File: src/rtl/hds_linebuf.sv
// Line buffer memory: one write port, two registered read ports.
`timescale 1ns / 1ps
`default_nettype none

module hds_linebuf #(
  parameter int DEPTH = 128,
  parameter int W     = 16,
  localparam int AW   = (DEPTH > 1) ? $clog2(DEPTH) : 1
) (
  input  logic          clk_i,
  input  logic          we_i,
  input  logic [AW-1:0] waddr_i,
  input  logic [W-1:0]  wdata_i,
  input  logic          re_i,
  input  logic [AW-1:0] raddr0_i,
  input  logic [AW-1:0] raddr1_i,
  output logic [W-1:0]  rdata0_o,
  output logic [W-1:0]  rdata1_o
);

  logic [W-1:0] mem [DEPTH];

  // Write one entry
  always_ff @(posedge clk_i) begin
    if (we_i) begin
      mem[waddr_i] <= wdata_i;
    end
  end

  // Read two entries; a same-edge write is seen on the next read
  always_ff @(posedge clk_i) begin
    if (re_i) begin
      rdata0_o <= mem[raddr0_i];
      rdata1_o <= mem[raddr1_i];
    end
  end

endmodule

`default_nettype wire

File: config.mk
export PLATFORM = sky130hd
export DESIGN_NAME = hds_linebuf
export DESIGN_NICKNAME = d
export VERILOG_FILES = /design/src/rtl/hds_linebuf.sv
export SDC_FILE = /design/constraint.sdc
export NUM_CORES = 2
export LEC_CHECK = 0
export BUFFER_PORTS_ARGS = -buffer_cell sky130_fd_sc_hd__buf_2
export CAP_MARGIN = 25
export CELL_PAD_IN_SITES_DETAIL_PLACEMENT = 2
export CELL_PAD_IN_SITES_GLOBAL_PLACEMENT = 2
export CORE_MARGIN = 3
export CORE_UTILIZATION = 52
export DETAILED_ROUTE_END_ITERATION = 8
export GPL_TIMING_DRIVEN = 0
export PLACE_DENSITY = 0.82
export SLEW_MARGIN = 40
export SYNTH_ARGS = -nofsm -noshare
export SYNTH_HDL_FRONTEND = slang
export SYNTH_SLANG_ARGS = --single-unit
File: constraint.sdc
create_clock -name clk_i -period 4.9 [get_ports clk_i]
set_clock_uncertainty 0.1 [all_clocks]
set_input_delay 0.98 -clock clk_i [delete_from_list [all_inputs] [get_ports clk_i]]
set_output_delay 0.98 -clock clk_i [all_outputs]
set_load 0.01 [all_outputs]
==> flow_summary.json <==
{
  "status": "completed",
  "drive_gt1_share_pct": 49.5,
  "final_antenna_net_count": 0,
  "cp_data_required_time_ns": 5.44,
  "syn_inst": 3941,
  "startpoint_type": "primary input",
  "dr.pass1.iters": 6,
  "ys_ff_latch": 2080,
  "num_rows": 156,
  "muxShareOfSynthArea_pct": 32.2,
  "ios": 72,
  "fin_util_pct": 60.2,
  "rsz0062_at_grt": "no",
  "dp_cells": 6501,
  "clkLatencyLatePin_ns": 0.93,
  "worstPathArrival_ns": 5.30,
  "fin_cells": 6949,
  "yosysTopAreaCell": "edfxtp_1",
  "wl_per_cell_um": 56.6,
  "finalHoldViolations": 0,
  "hold-worst-slack_ns": 0.385,
  "synth_warnings": 0,
  "syn_area_um2": 95100,
  "worst_slew_pin_slew_ns": 1.01,
  "hpwl_um": 254000,
  "endpoint_kind": "flop",
  "regArea_um2": 62500,
  "rrSetupSlack_ns": 1.74,
  "dr.first_iter.drc_count": 11900,
  "fmax_mhz": 210,
  "cts_buffer_depth": 3,
  "grt_pass1_wl_um": 535000,
  "grt_overflow": 0,
  "post_cts_buffers": 0,
  "ctsHoldBuffers": 0,
  "crit_type": "in2reg",
  "setup_viol": 0,
  "critPathCapture": "rdata1_o[5]$_DFFE_PP_",
  "route.met3.wl_um": 61600,
  "syn_nets": 3981,
  "post-route-min-period_ns": 4.76,
  "vias_per_cell": 8.35,
  "yosys.area_share.xor_xnor_pct": 0,
  "routed.top_layer": "met5",
  "synth_top_family_by_area": "multiplexers",
  "met2_length_um": 181000,
  "portBuffers": 55,
  "start_util_pct": 52.5,
  "layout_worst_path_cycle_share_pct": 97.2,
  "synthSimpleGateAreaFrac_pct": 0.733,
  "cts_sinks": 2080,
  "drt-total-wl_um": 393000,
  "core-area_um2": 181000,
  "max_cap_violations": 0,
  "multi_input_area_um2": 32300,
  "fp.dieH_um": 434,
  "irDropWorstVdd_mv": 0.364,
  "placed_cell_area_um2": 102000,
  "cts_root_buf": "clkbuf_16",
  "p_leak_nw": 33.4,
  "vias": 58000,
  "grt_usage_pct": 42.4,
  "drc_errors": 0,
  "synth_compound_gate_area_share_pct": 0,
  "synth_fa_ha_area_share_pct": 0,
  "tns_ns": 0,
  "cp-startpoint": "raddr1_i[2]",
  "die_w_um": 434,
  "design_area_um2": 109000,
  "rr_worst_depth": 4,
  "p_total_mw": 40.7,
  "powerDensity_nw_per_um2": 373,
  "fill_cells": 13700,
  "path_max_fanout": 10,
  "cts-htree-levels": 4,
  "grt_max_degree": 85,
  "cts_resized": 0,
  "hold_class": "in2reg",
  "yosysUniqueCellTypes": 15,
  "yosys-top-cells-area": "edfxtp_1 66%, mux4_2 32%, clkbuf_1 0.64%, buf_2 0.56%, nor2_1 0.48%",
  "cts_tree": "built",
  "synth_area_per_cell_um2": 24.1,
  "final_common_cell": "edfxtp_1",
  "cts-buffers-inserted": 214,
  "final_cell_mix": "2080 x edfxtp_1, 1344 x mux4_2, 221 x clkbuf_16",
  "layout.nets": 4390,
  "rr_startpoint": "mem[125][11]$_DFFE_PP_",
  "r2r-end": "rdata0_o[11]$_DFFE_PP_",
  "path_clk_slew_ns": 0.06,
  "antenna_found_initial": 88,
  "synth-seq-area-share_pct": 65.7,
  "wl_met1_um": 121000,
  "setup_ws_ns": 0.139,
  "dp_slack_ns": -0.584,
  "grt_pass1_vias": 58000,
  "die-area_um2": 188000,
  "drv_slew": 0,
  "synth_top_area_share_pct": 65.7,
  "slew_headroom_pct": 32.7,
  "area_growth_pct": 14.7,
  "place.gp.congestion": 1.04
}
==> worst max-delay path: stages <==
cell and delay (ns):
clkbuf_1 0.65, clkbuf_2 0.76, clkbuf_1 0.67, mux4_2 0.48, mux4_2 0.60, mux4_2 0.71
mux2_2 0.40
==> synth_stat cells <==
| master | instances |
|---|---|
| nand2_1 | 14 |
| buf_6 | 2 |
| nor2b_1 | 7 |
| buf_1 | 44 |
| nor3_1 | 9 |
| nand2b_1 | 2 |
| buf_2 | 106 |
| edfxtp_1 | 2080 |
| nor2_1 | 122 |
| mux2_2 | 32 |
| mux4_2 | 1344 |
| or3_1 | 1 |
| clkbuf_1 | 163 |
| nand4_1 | 3 |
| nand3_1 | 12 |
==> routing by layer <==
layer	vias up	track usage (%)
met5	-	0
met4	64	23.2
met3	1552	16.6
met2	6724	64.5
met1	30800	52.6
li1	18900	-
==> cells by family (layout without fill, tap and decap cells) <==
logic type | after synthesis | count (layout)
other cells | 0 | 49
buf+inv | 315 | 904
flops | 2080 | 2080
simple gates | 170 | 170
mux | 1376 | 1376
==> layout make-up <==
cell class                 instances  area share [%]
clock inverter                   134            1.04
timing repair buffer             193            2.73
sequential                      2080            57.2
tap                             2370            2.72
antenna                           49           0.112
buffer                           315            1.37
clock buffer                     262            5.21
multi-input combinational       1546            29.6
==> power by group <==
part | total (mW) | switching [mW] | internal (mW)
clock | 16.9 | 7.75 | 9.16
sequential | 19.7 | 0.0591 | 19.7
combinational | 4.06 | 2.59 | 1.47
==> how the worst min path moves through the flow <==
stage | from | to | slack, ns | cells past startpoint
floorplan | wdata_i[0] | mem[0][0]$_DFFE_PP_ | 0.98 | 0
global placement | mem[102][10]$_DFFE_PP_ | rdata1_o[10]$_DFFE_PP_ | 1.18 | 4
detailed placement | mem[103][10]$_DFFE_PP_ | rdata1_o[10]$_DFFE_PP_ | 1.18 | 4
CTS | wdata_i[7] | mem[71][7]$_DFFE_PP_ | 0.37 | 1
global route | wdata_i[1] | mem[10][1]$_DFFE_PP_ | 0.40 | 1
finish | wdata_i[7] | mem[70][7]$_DFFE_PP_ | 0.39 | 1
==> flip-flops by register name, indices dropped and copies added, names as in the netlist <==
| signal | cells |
|---|---|
| mem | 2048 |
| rdata1_o | 16 |
| rdata0_o | 16 |
No activity file was read; power rests on OpenSTA's default activity.
