==> config.mk <==
export PLATFORM = sky130hd
export DESIGN_NAME = hds_alu
export DESIGN_NICKNAME = d
export VERILOG_FILES = /design/src/rtl/hds_pkg.sv /design/src/rtl/hds_alu.sv
export SDC_FILE = /design/constraint.sdc
export NUM_CORES = 1
export LEC_CHECK = 0
export BUFFER_PORTS_ARGS = -buffer_cell sky130_fd_sc_hd__buf_4
export CORE_ASPECT_RATIO = 1.1
export CORE_UTILIZATION = 35
export DETAILED_ROUTE_END_ITERATION = 10
export MAX_ROUTING_LAYER = met4
export PLACE_DENSITY = 0.57
export SYNTH_ARGS = -nofsm -noshare
export SYNTH_HDL_FRONTEND = slang
export SYNTH_SLANG_ARGS = --single-unit
==> constraint.sdc <==
create_clock -name vclk -period 42
set_input_delay 4.2 -clock vclk [all_inputs]
set_output_delay 4.2 -clock vclk [all_outputs]
set_load 0.03 [all_outputs]
==> src/rtl/hds_pkg.sv <==
// Shared constants and types for the heat diffusion stencil step block.
`timescale 1ns / 1ps
`default_nettype none

package hds_pkg;

  // Field widths
  localparam int VAL_W      = 16;
  localparam int COLS_CFG_W = 8;
  localparam int ROWS_W     = 12;
  localparam int ALPHA_W    = 15;

  // Configuration port
  localparam int CFG_IDX_W  = 2;
  localparam int CFG_DATA_W = 16;

  // Register indexes
  localparam logic [CFG_IDX_W-1:0] REG_GRID_COLS      = 2'd0;
  localparam logic [CFG_IDX_W-1:0] REG_GRID_ROWS      = 2'd1;
  localparam logic [CFG_IDX_W-1:0] REG_ALPHA          = 2'd2;
  localparam logic [CFG_IDX_W-1:0] REG_BOUNDARY_VALUE = 2'd3;

  // Register reset values
  localparam logic [COLS_CFG_W-1:0] GRID_COLS_RST      = 8'd100;
  localparam logic [ROWS_W-1:0]     GRID_ROWS_RST      = 12'd100;
  localparam logic [ALPHA_W-1:0]    ALPHA_RST          = 15'd6554;
  localparam logic [VAL_W-1:0]      BOUNDARY_VALUE_RST = 16'd6400;

  // Default line buffer depth
  localparam int MAX_COLS_DEF = 128;

  // Five-point neighborhood of one cell
  typedef struct packed {
    logic [VAL_W-1:0] mid;
    logic [VAL_W-1:0] up;
    logic [VAL_W-1:0] down;
    logic [VAL_W-1:0] left;
    logic [VAL_W-1:0] right;
  } hds_nbr_t;

  // Per-item control flags carried in the input stage
  typedef struct packed {
    logic emit;      // item produces a result
    logic last;      // result is the final cell of the frame
    logic up_bv;     // upper neighbor lies outside the grid
    logic left_bv;   // left neighbor lies outside the grid
    logic right_bv;  // right neighbor lies outside the grid
  } hds_flags_t;

endpackage

`default_nettype wire

==> src/rtl/hds_alu.sv <==
// Five-point FTCS update with floor shift and saturation.
`timescale 1ns / 1ps
`default_nettype none

module hds_alu import hds_pkg::*; (
  input  hds_nbr_t           nbr_i,
  input  logic [ALPHA_W-1:0] alpha_i,
  output logic [VAL_W-1:0]   value_o
);

  logic        [17:0] sum4;
  logic signed [18:0] lap;
  logic signed [34:0] prod;
  logic signed [18:0] delta;
  logic signed [18:0] total;

  // Sum neighbors and subtract four times the center
  assign sum4 = 18'(nbr_i.up) + 18'(nbr_i.down) + 18'(nbr_i.left) + 18'(nbr_i.right);
  assign lap  = $signed({1'b0, sum4}) - $signed({1'b0, nbr_i.mid, 2'b00});

  // Scale by alpha; keep the upper bits for a floor shift by 16
  assign prod  = 35'($signed({1'b0, alpha_i})) * 35'(lap);
  assign delta = prod[34:16];
  assign total = $signed({3'b000, nbr_i.mid}) + delta;

  // Clamp to the unsigned value range
  always_comb begin
    if (total[18]) begin
      value_o = '0;
    end else if (total[17:16] != 2'b00) begin
      value_o = '1;
    end else begin
      value_o = total[15:0];
    end
  end

endmodule

`default_nettype wire

==> impl_metrics.yaml, run 1 <==
layout:
  clock_buffers: 0
  n_antenna_cell: 0
  regArea_um2: 0
  fillers: 3978
  final_common_cell: "inv_1"
  area_growth_syn_to_layout_pct: 10.3
  nFlopsAndLatches: 0
  multiInputGateArea_um2: 11900
  nNetsFinal: 2138
  final_cell_mix: "inv_1 (394), fa_1 (323), nand2_1 (161)"
  final_area_um2: 14900
  drive_gt1_share_pct: 9.07
floorplan:
  start_util_pct: 35.4
  die_area_um2: 39400
  placementRows: 75
  coreArea_um2: 38100
  io_pins: 111
  die_height_um: 208
  die_w_um: 189
timing:
  rsz0062_at_grt: "no"
  slew-limit-headroom_pct: 21.0
  final.period_utilization_pct: 51.7
  tightest_slew_ps: 1170
  timing.setup.tns_ps: 0
  period_needed_ps: 21730
  maxSlewViolCount: 0
  hold_viol: 0
  setup-violations-final: 0
  max_freq_ghz: 0.0460
global_route:
  grt_max_degree: 21
  grt_pass1_wl_um: 55800
  antenna_found_initial: 0
  overflow: 0
  grt_usage_pct: 18.3
  grt_pass1_vias: 11100
worst_setup_path:
  crit_required_ps: 37800
  crit_type: "in -> out"
  arrival_ps: 17530
  start_kind: "primary input"
  cp_slowest_cell: "fa_1"
  cp_max_fo: 15
  crit_top_cell: "fa_1"
  crit_path_end_kind: "primary output"
  critPathMaxStageDelay_ps: 1010
  crit_path_end: "value_o[14]"
  critPathLaunch: "nbr_i[2]"
outcome:
  outcome: "complete, no violations"
place:
  place_area_um2: 14900
  place_congestion: 0.845
  dpl.hpwl_um: 28200
  port_buffers: 111
hold_path:
  hold_path.class: "in -> out"
  hold_start: "nbr_i[64]"
clock_network:
  cts_resized: 0
  cts_setup_buffers: 0
  postCtsHoldBufs: 0
yosys:
  synth_seq_area_share_pct: 0
  syn_inst: 1523
  synth_nets: 2072
  synth.avg_cell_area_um2: 8.86
  synth_cell_types: 61
  syn_area_um2: 13500
  yosysWarnings: 0
drt:
  viasPerCell: 4.84
  firstDrtPassIters: 5
  num_vias: 10100
  postRouteAntennaNets: 0
  wl_per_cell_um: 16.0
  wirelength_um: 33300
  drtIter0Drc: 418
  drc: 0
job:
  max-cap-violations: 0
layer usage:
layer  track usage [%]  part of all wire, %  vias up  wire length, um
met3             0.388                  1.9       37              648
met1              22.0                   41     5216            13600
met2              34.3                   55      149            18300
met4              3.36                  2.3        0              752
met5                 -                    0        -                0
li1                  -                    -     4705                -
kinds of logic (layout without fill, tap and decap cells):
logic type	Yosys count	in the layout	share of synthesized area, %
AOI/OAI and AO/OA	176	176	9.00
and+or+nand+nor	384	384	14.3
muxes	1	1	0.0742
xor gates and xnor gates	59	59	4.02
buffers and inverters	449	513	12.5
adders and majority gates	454	454	60.0
per-stage QoR:
| stage | worst slack [ps] | hold WS [ps] | cells | util (%) |
|---|---|---|---|---|
| 2_1_floorplan | 22490 | 8790 | 1523 | - |
| 3_3_place_gp | 20900 | 8920 | 2087 | 39.1 |
| 3_5_place_dp | 20420 | 8910 | 2087 | 39.1 |
| 4_1_cts | 20370 | 8910 | 2087 | 39.1 |
| 5_1_grt | 19320 | 8940 | 2087 | 39.1 |
| 6_report | 20270 | 8900 | 2087 | 39.1 |
cell usage after synthesis (12+ instances only):
master      n  area share (%)
fa_1      323              48
ha_1      131              12
a21oi_1    38             1.4
and2_1    114             5.3
clkbuf_1   52             1.4
a21o_1     14            0.78
inv_1     394              11
xnor2_1    34             2.2
nand2_1   161             4.5
o21a_1     12            0.67
xor2_1     23             1.5
a21boi_0   17            0.95
o21ai_0    37             1.4
nor3_1     13            0.48
nor2b_1    13            0.60
nand3_1    14            0.52
nor2_1     30            0.83
worst min-delay path by stage:
stage                 end  slack (ps)  cells after the start
5_1_grt        value_o[0]        8940                      4
6_report       value_o[0]        8900                      4
4_1_cts        value_o[0]        8910                      4
3_3_place_gp   value_o[0]        8920                      4
3_5_place_dp   value_o[0]        8910                      4
2_1_floorplan  value_o[0]        8790                      2
worst max-delay path, delay by kind of cell:
kind            cells  cell delay (ps)
compound gates     13             3550
xor+xnor            1              130
fa+ha+maj          12             6050
buf+inv             6              570
simple gates       11             3050
cell type report:
class | count | share of cell area (%)
multi-input combinational | 1074 | 79.9
inverter | 394 | 9.93
timing repair buffer | 119 | 6.00
tap | 500 | 4.20
Power of run 1 is left out: the tool's default activity adds up to more than one toggle a clock period on the data nets, which glitch-free logic cannot reach.
==> inputs of run 2 (changes only) <==
--- a/config.mk
+++ b/config.mk
@@ -10,7 +10,7 @@
 export CORE_UTILIZATION = 35
 export DETAILED_ROUTE_END_ITERATION = 10
 export MAX_ROUTING_LAYER = met4
-export PLACE_DENSITY = 0.57
+export PLACE_DENSITY = 0.59
 export SYNTH_ARGS = -nofsm -noshare
 export SYNTH_HDL_FRONTEND = slang
 export SYNTH_SLANG_ARGS = --single-unit
==> constraint.sdc (replaced) <==
create_clock -name vclk -period 17.4
set_input_delay 1.74 -clock vclk [all_inputs]
set_output_delay 1.74 -clock vclk [all_outputs]
set_load 0.03 [all_outputs]
==> impl_metrics.yaml, run 2 (same netlist as run 1, synthesis figures left out) <==
drt:
  num_vias: 10200
  viasPerCell: 4.87
  drtIter0Drc: 328
  wirelength_um: 32600
  firstDrtPassIters: 5
  postRouteAntennaNets: 0
  drc: 0
  wl_per_cell_um: 15.6
worst_setup_path:
  cp_slowest_cell: "a311o_1"
  crit_required_ps: 15660
  crit_path_end_kind: "primary output"
  crit_top_cell: "fa_1"
  arrival_ps: 14640
  cp_max_fo: 15
  start_kind: "primary input"
  critPathMaxStageDelay_ps: 700
  crit_type: "in -> out"
outcome:
  outcome: "complete, no violations"
layout:
  final_common_cell: "inv_1"
  n_antenna_cell: 0
  nNetsFinal: 2145
  regArea_um2: 0
  area_growth_syn_to_layout_pct: 10.5
  multiInputGateArea_um2: 11900
  final_cell_mix: "inv_1 (394), fa_1 (323), nand2_1 (161)"
  clock_buffers: 0
  drive_gt1_share_pct: 9.22
  final_core_util_pct: 39.1
  nFlopsAndLatches: 0
  fillers: 3916
global_route:
  grt_pass1_vias: 11000
  grt_pass1_wl_um: 55000
  overflow: 0
  antenna_found_initial: 0
  grt_max_degree: 21
  grt_usage_pct: 17.9
timing:
  rsz0062_at_grt: "no"
  max_freq_ghz: 0.0610
  timing.setup.tns_ps: 0
  period_needed_ps: 16380
  slew-limit-headroom_pct: 12.3
  tightest_slew_ps: 1300
  maxSlewViolCount: 0
  final.period_utilization_pct: 94.2
  setup-violations-final: 0
  hold_viol: 0
clock_network:
  postCtsHoldBufs: 0
  cts_setup_buffers: 0
  cts_resized: 0
hold_path:
  hold_start: "nbr_i[64]"
  hold_end: "value_o[0]"
  hold_depth: 4
  hold_path.class: "in -> out"
floorplan:
  die_area_um2: 39400
  start_util_pct: 35.4
  die_height_um: 208
  placementRows: 75
  io_pins: 111
  die_w_um: 189
  coreArea_um2: 38100
job:
  max-cap-violations: 0
place:
  place_congestion: 0.854
  port_buffers: 111
  dpl.hpwl_um: 28100
[run 2: worst max path at each step]
stage                     startpoint           to  cells past startpoint
after floorplan             nbr_i[3]  value_o[11]                     44
after global placement     nbr_i[65]  value_o[12]                     47
after detailed placement   nbr_i[65]  value_o[10]                     46
after CTS                  nbr_i[65]  value_o[10]                     46
after global routing       nbr_i[65]   value_o[4]                     46
final                      nbr_i[65]  value_o[10]                     46
[run 2: stage by stage]
| step | area, um^2 | hold WS (ps) | worst slack, ps | cells |
|---|---|---|---|---|
| 2_1_floorplan | 13500 | 3870 | 2810 | 1523 |
| 3_3_place_gp | 14900 | 4000 | 1380 | 2094 |
| 3_5_place_dp | 14900 | 4000 | 1200 | 2094 |
| 4_1_cts | 14900 | 4000 | 1110 | 2094 |
| 5_1_grt | 14900 | 4020 | 195 | 2094 |
| 6_report | 14900 | 4000 | 1020 | 2094 |
[run 2: per-layer routing]
| layer | vias up | wire length, um | part of all wire (%) | GRT usage [%] |
|---|---|---|---|---|
| li1 | 4717 | - | - | - |
| met1 | 5256 | 13200 | 40 | 21.5 |
| met2 | 191 | 17900 | 55 | 33.6 |
| met3 | 41 | 877 | 2.7 | 0.506 |
| met4 | 0 | 677 | 2.1 | 3.11 |
| met5 | - | 0 | 0 | - |
[run 2: critical path, delay by kind of cell]
family	cells	cell delay (ps)
XOR/XNOR	1	170
AO/OA/AOI/OAI	15	4390
AND/OR/NAND/NOR	10	2380
adder cells (fa/ha/maj)	12	5400
buffers and inverters	8	580
[run 2: final cells by class]
class / instances / share of cell area [%]
Multi-Input combinational cell: 1074 / 79.5
Inverter: 394 / 9.92
Timing Repair Buffer: 126 / 6.34
Tap cell: 500 / 4.20
Power of run 2 is left out for the same reason.
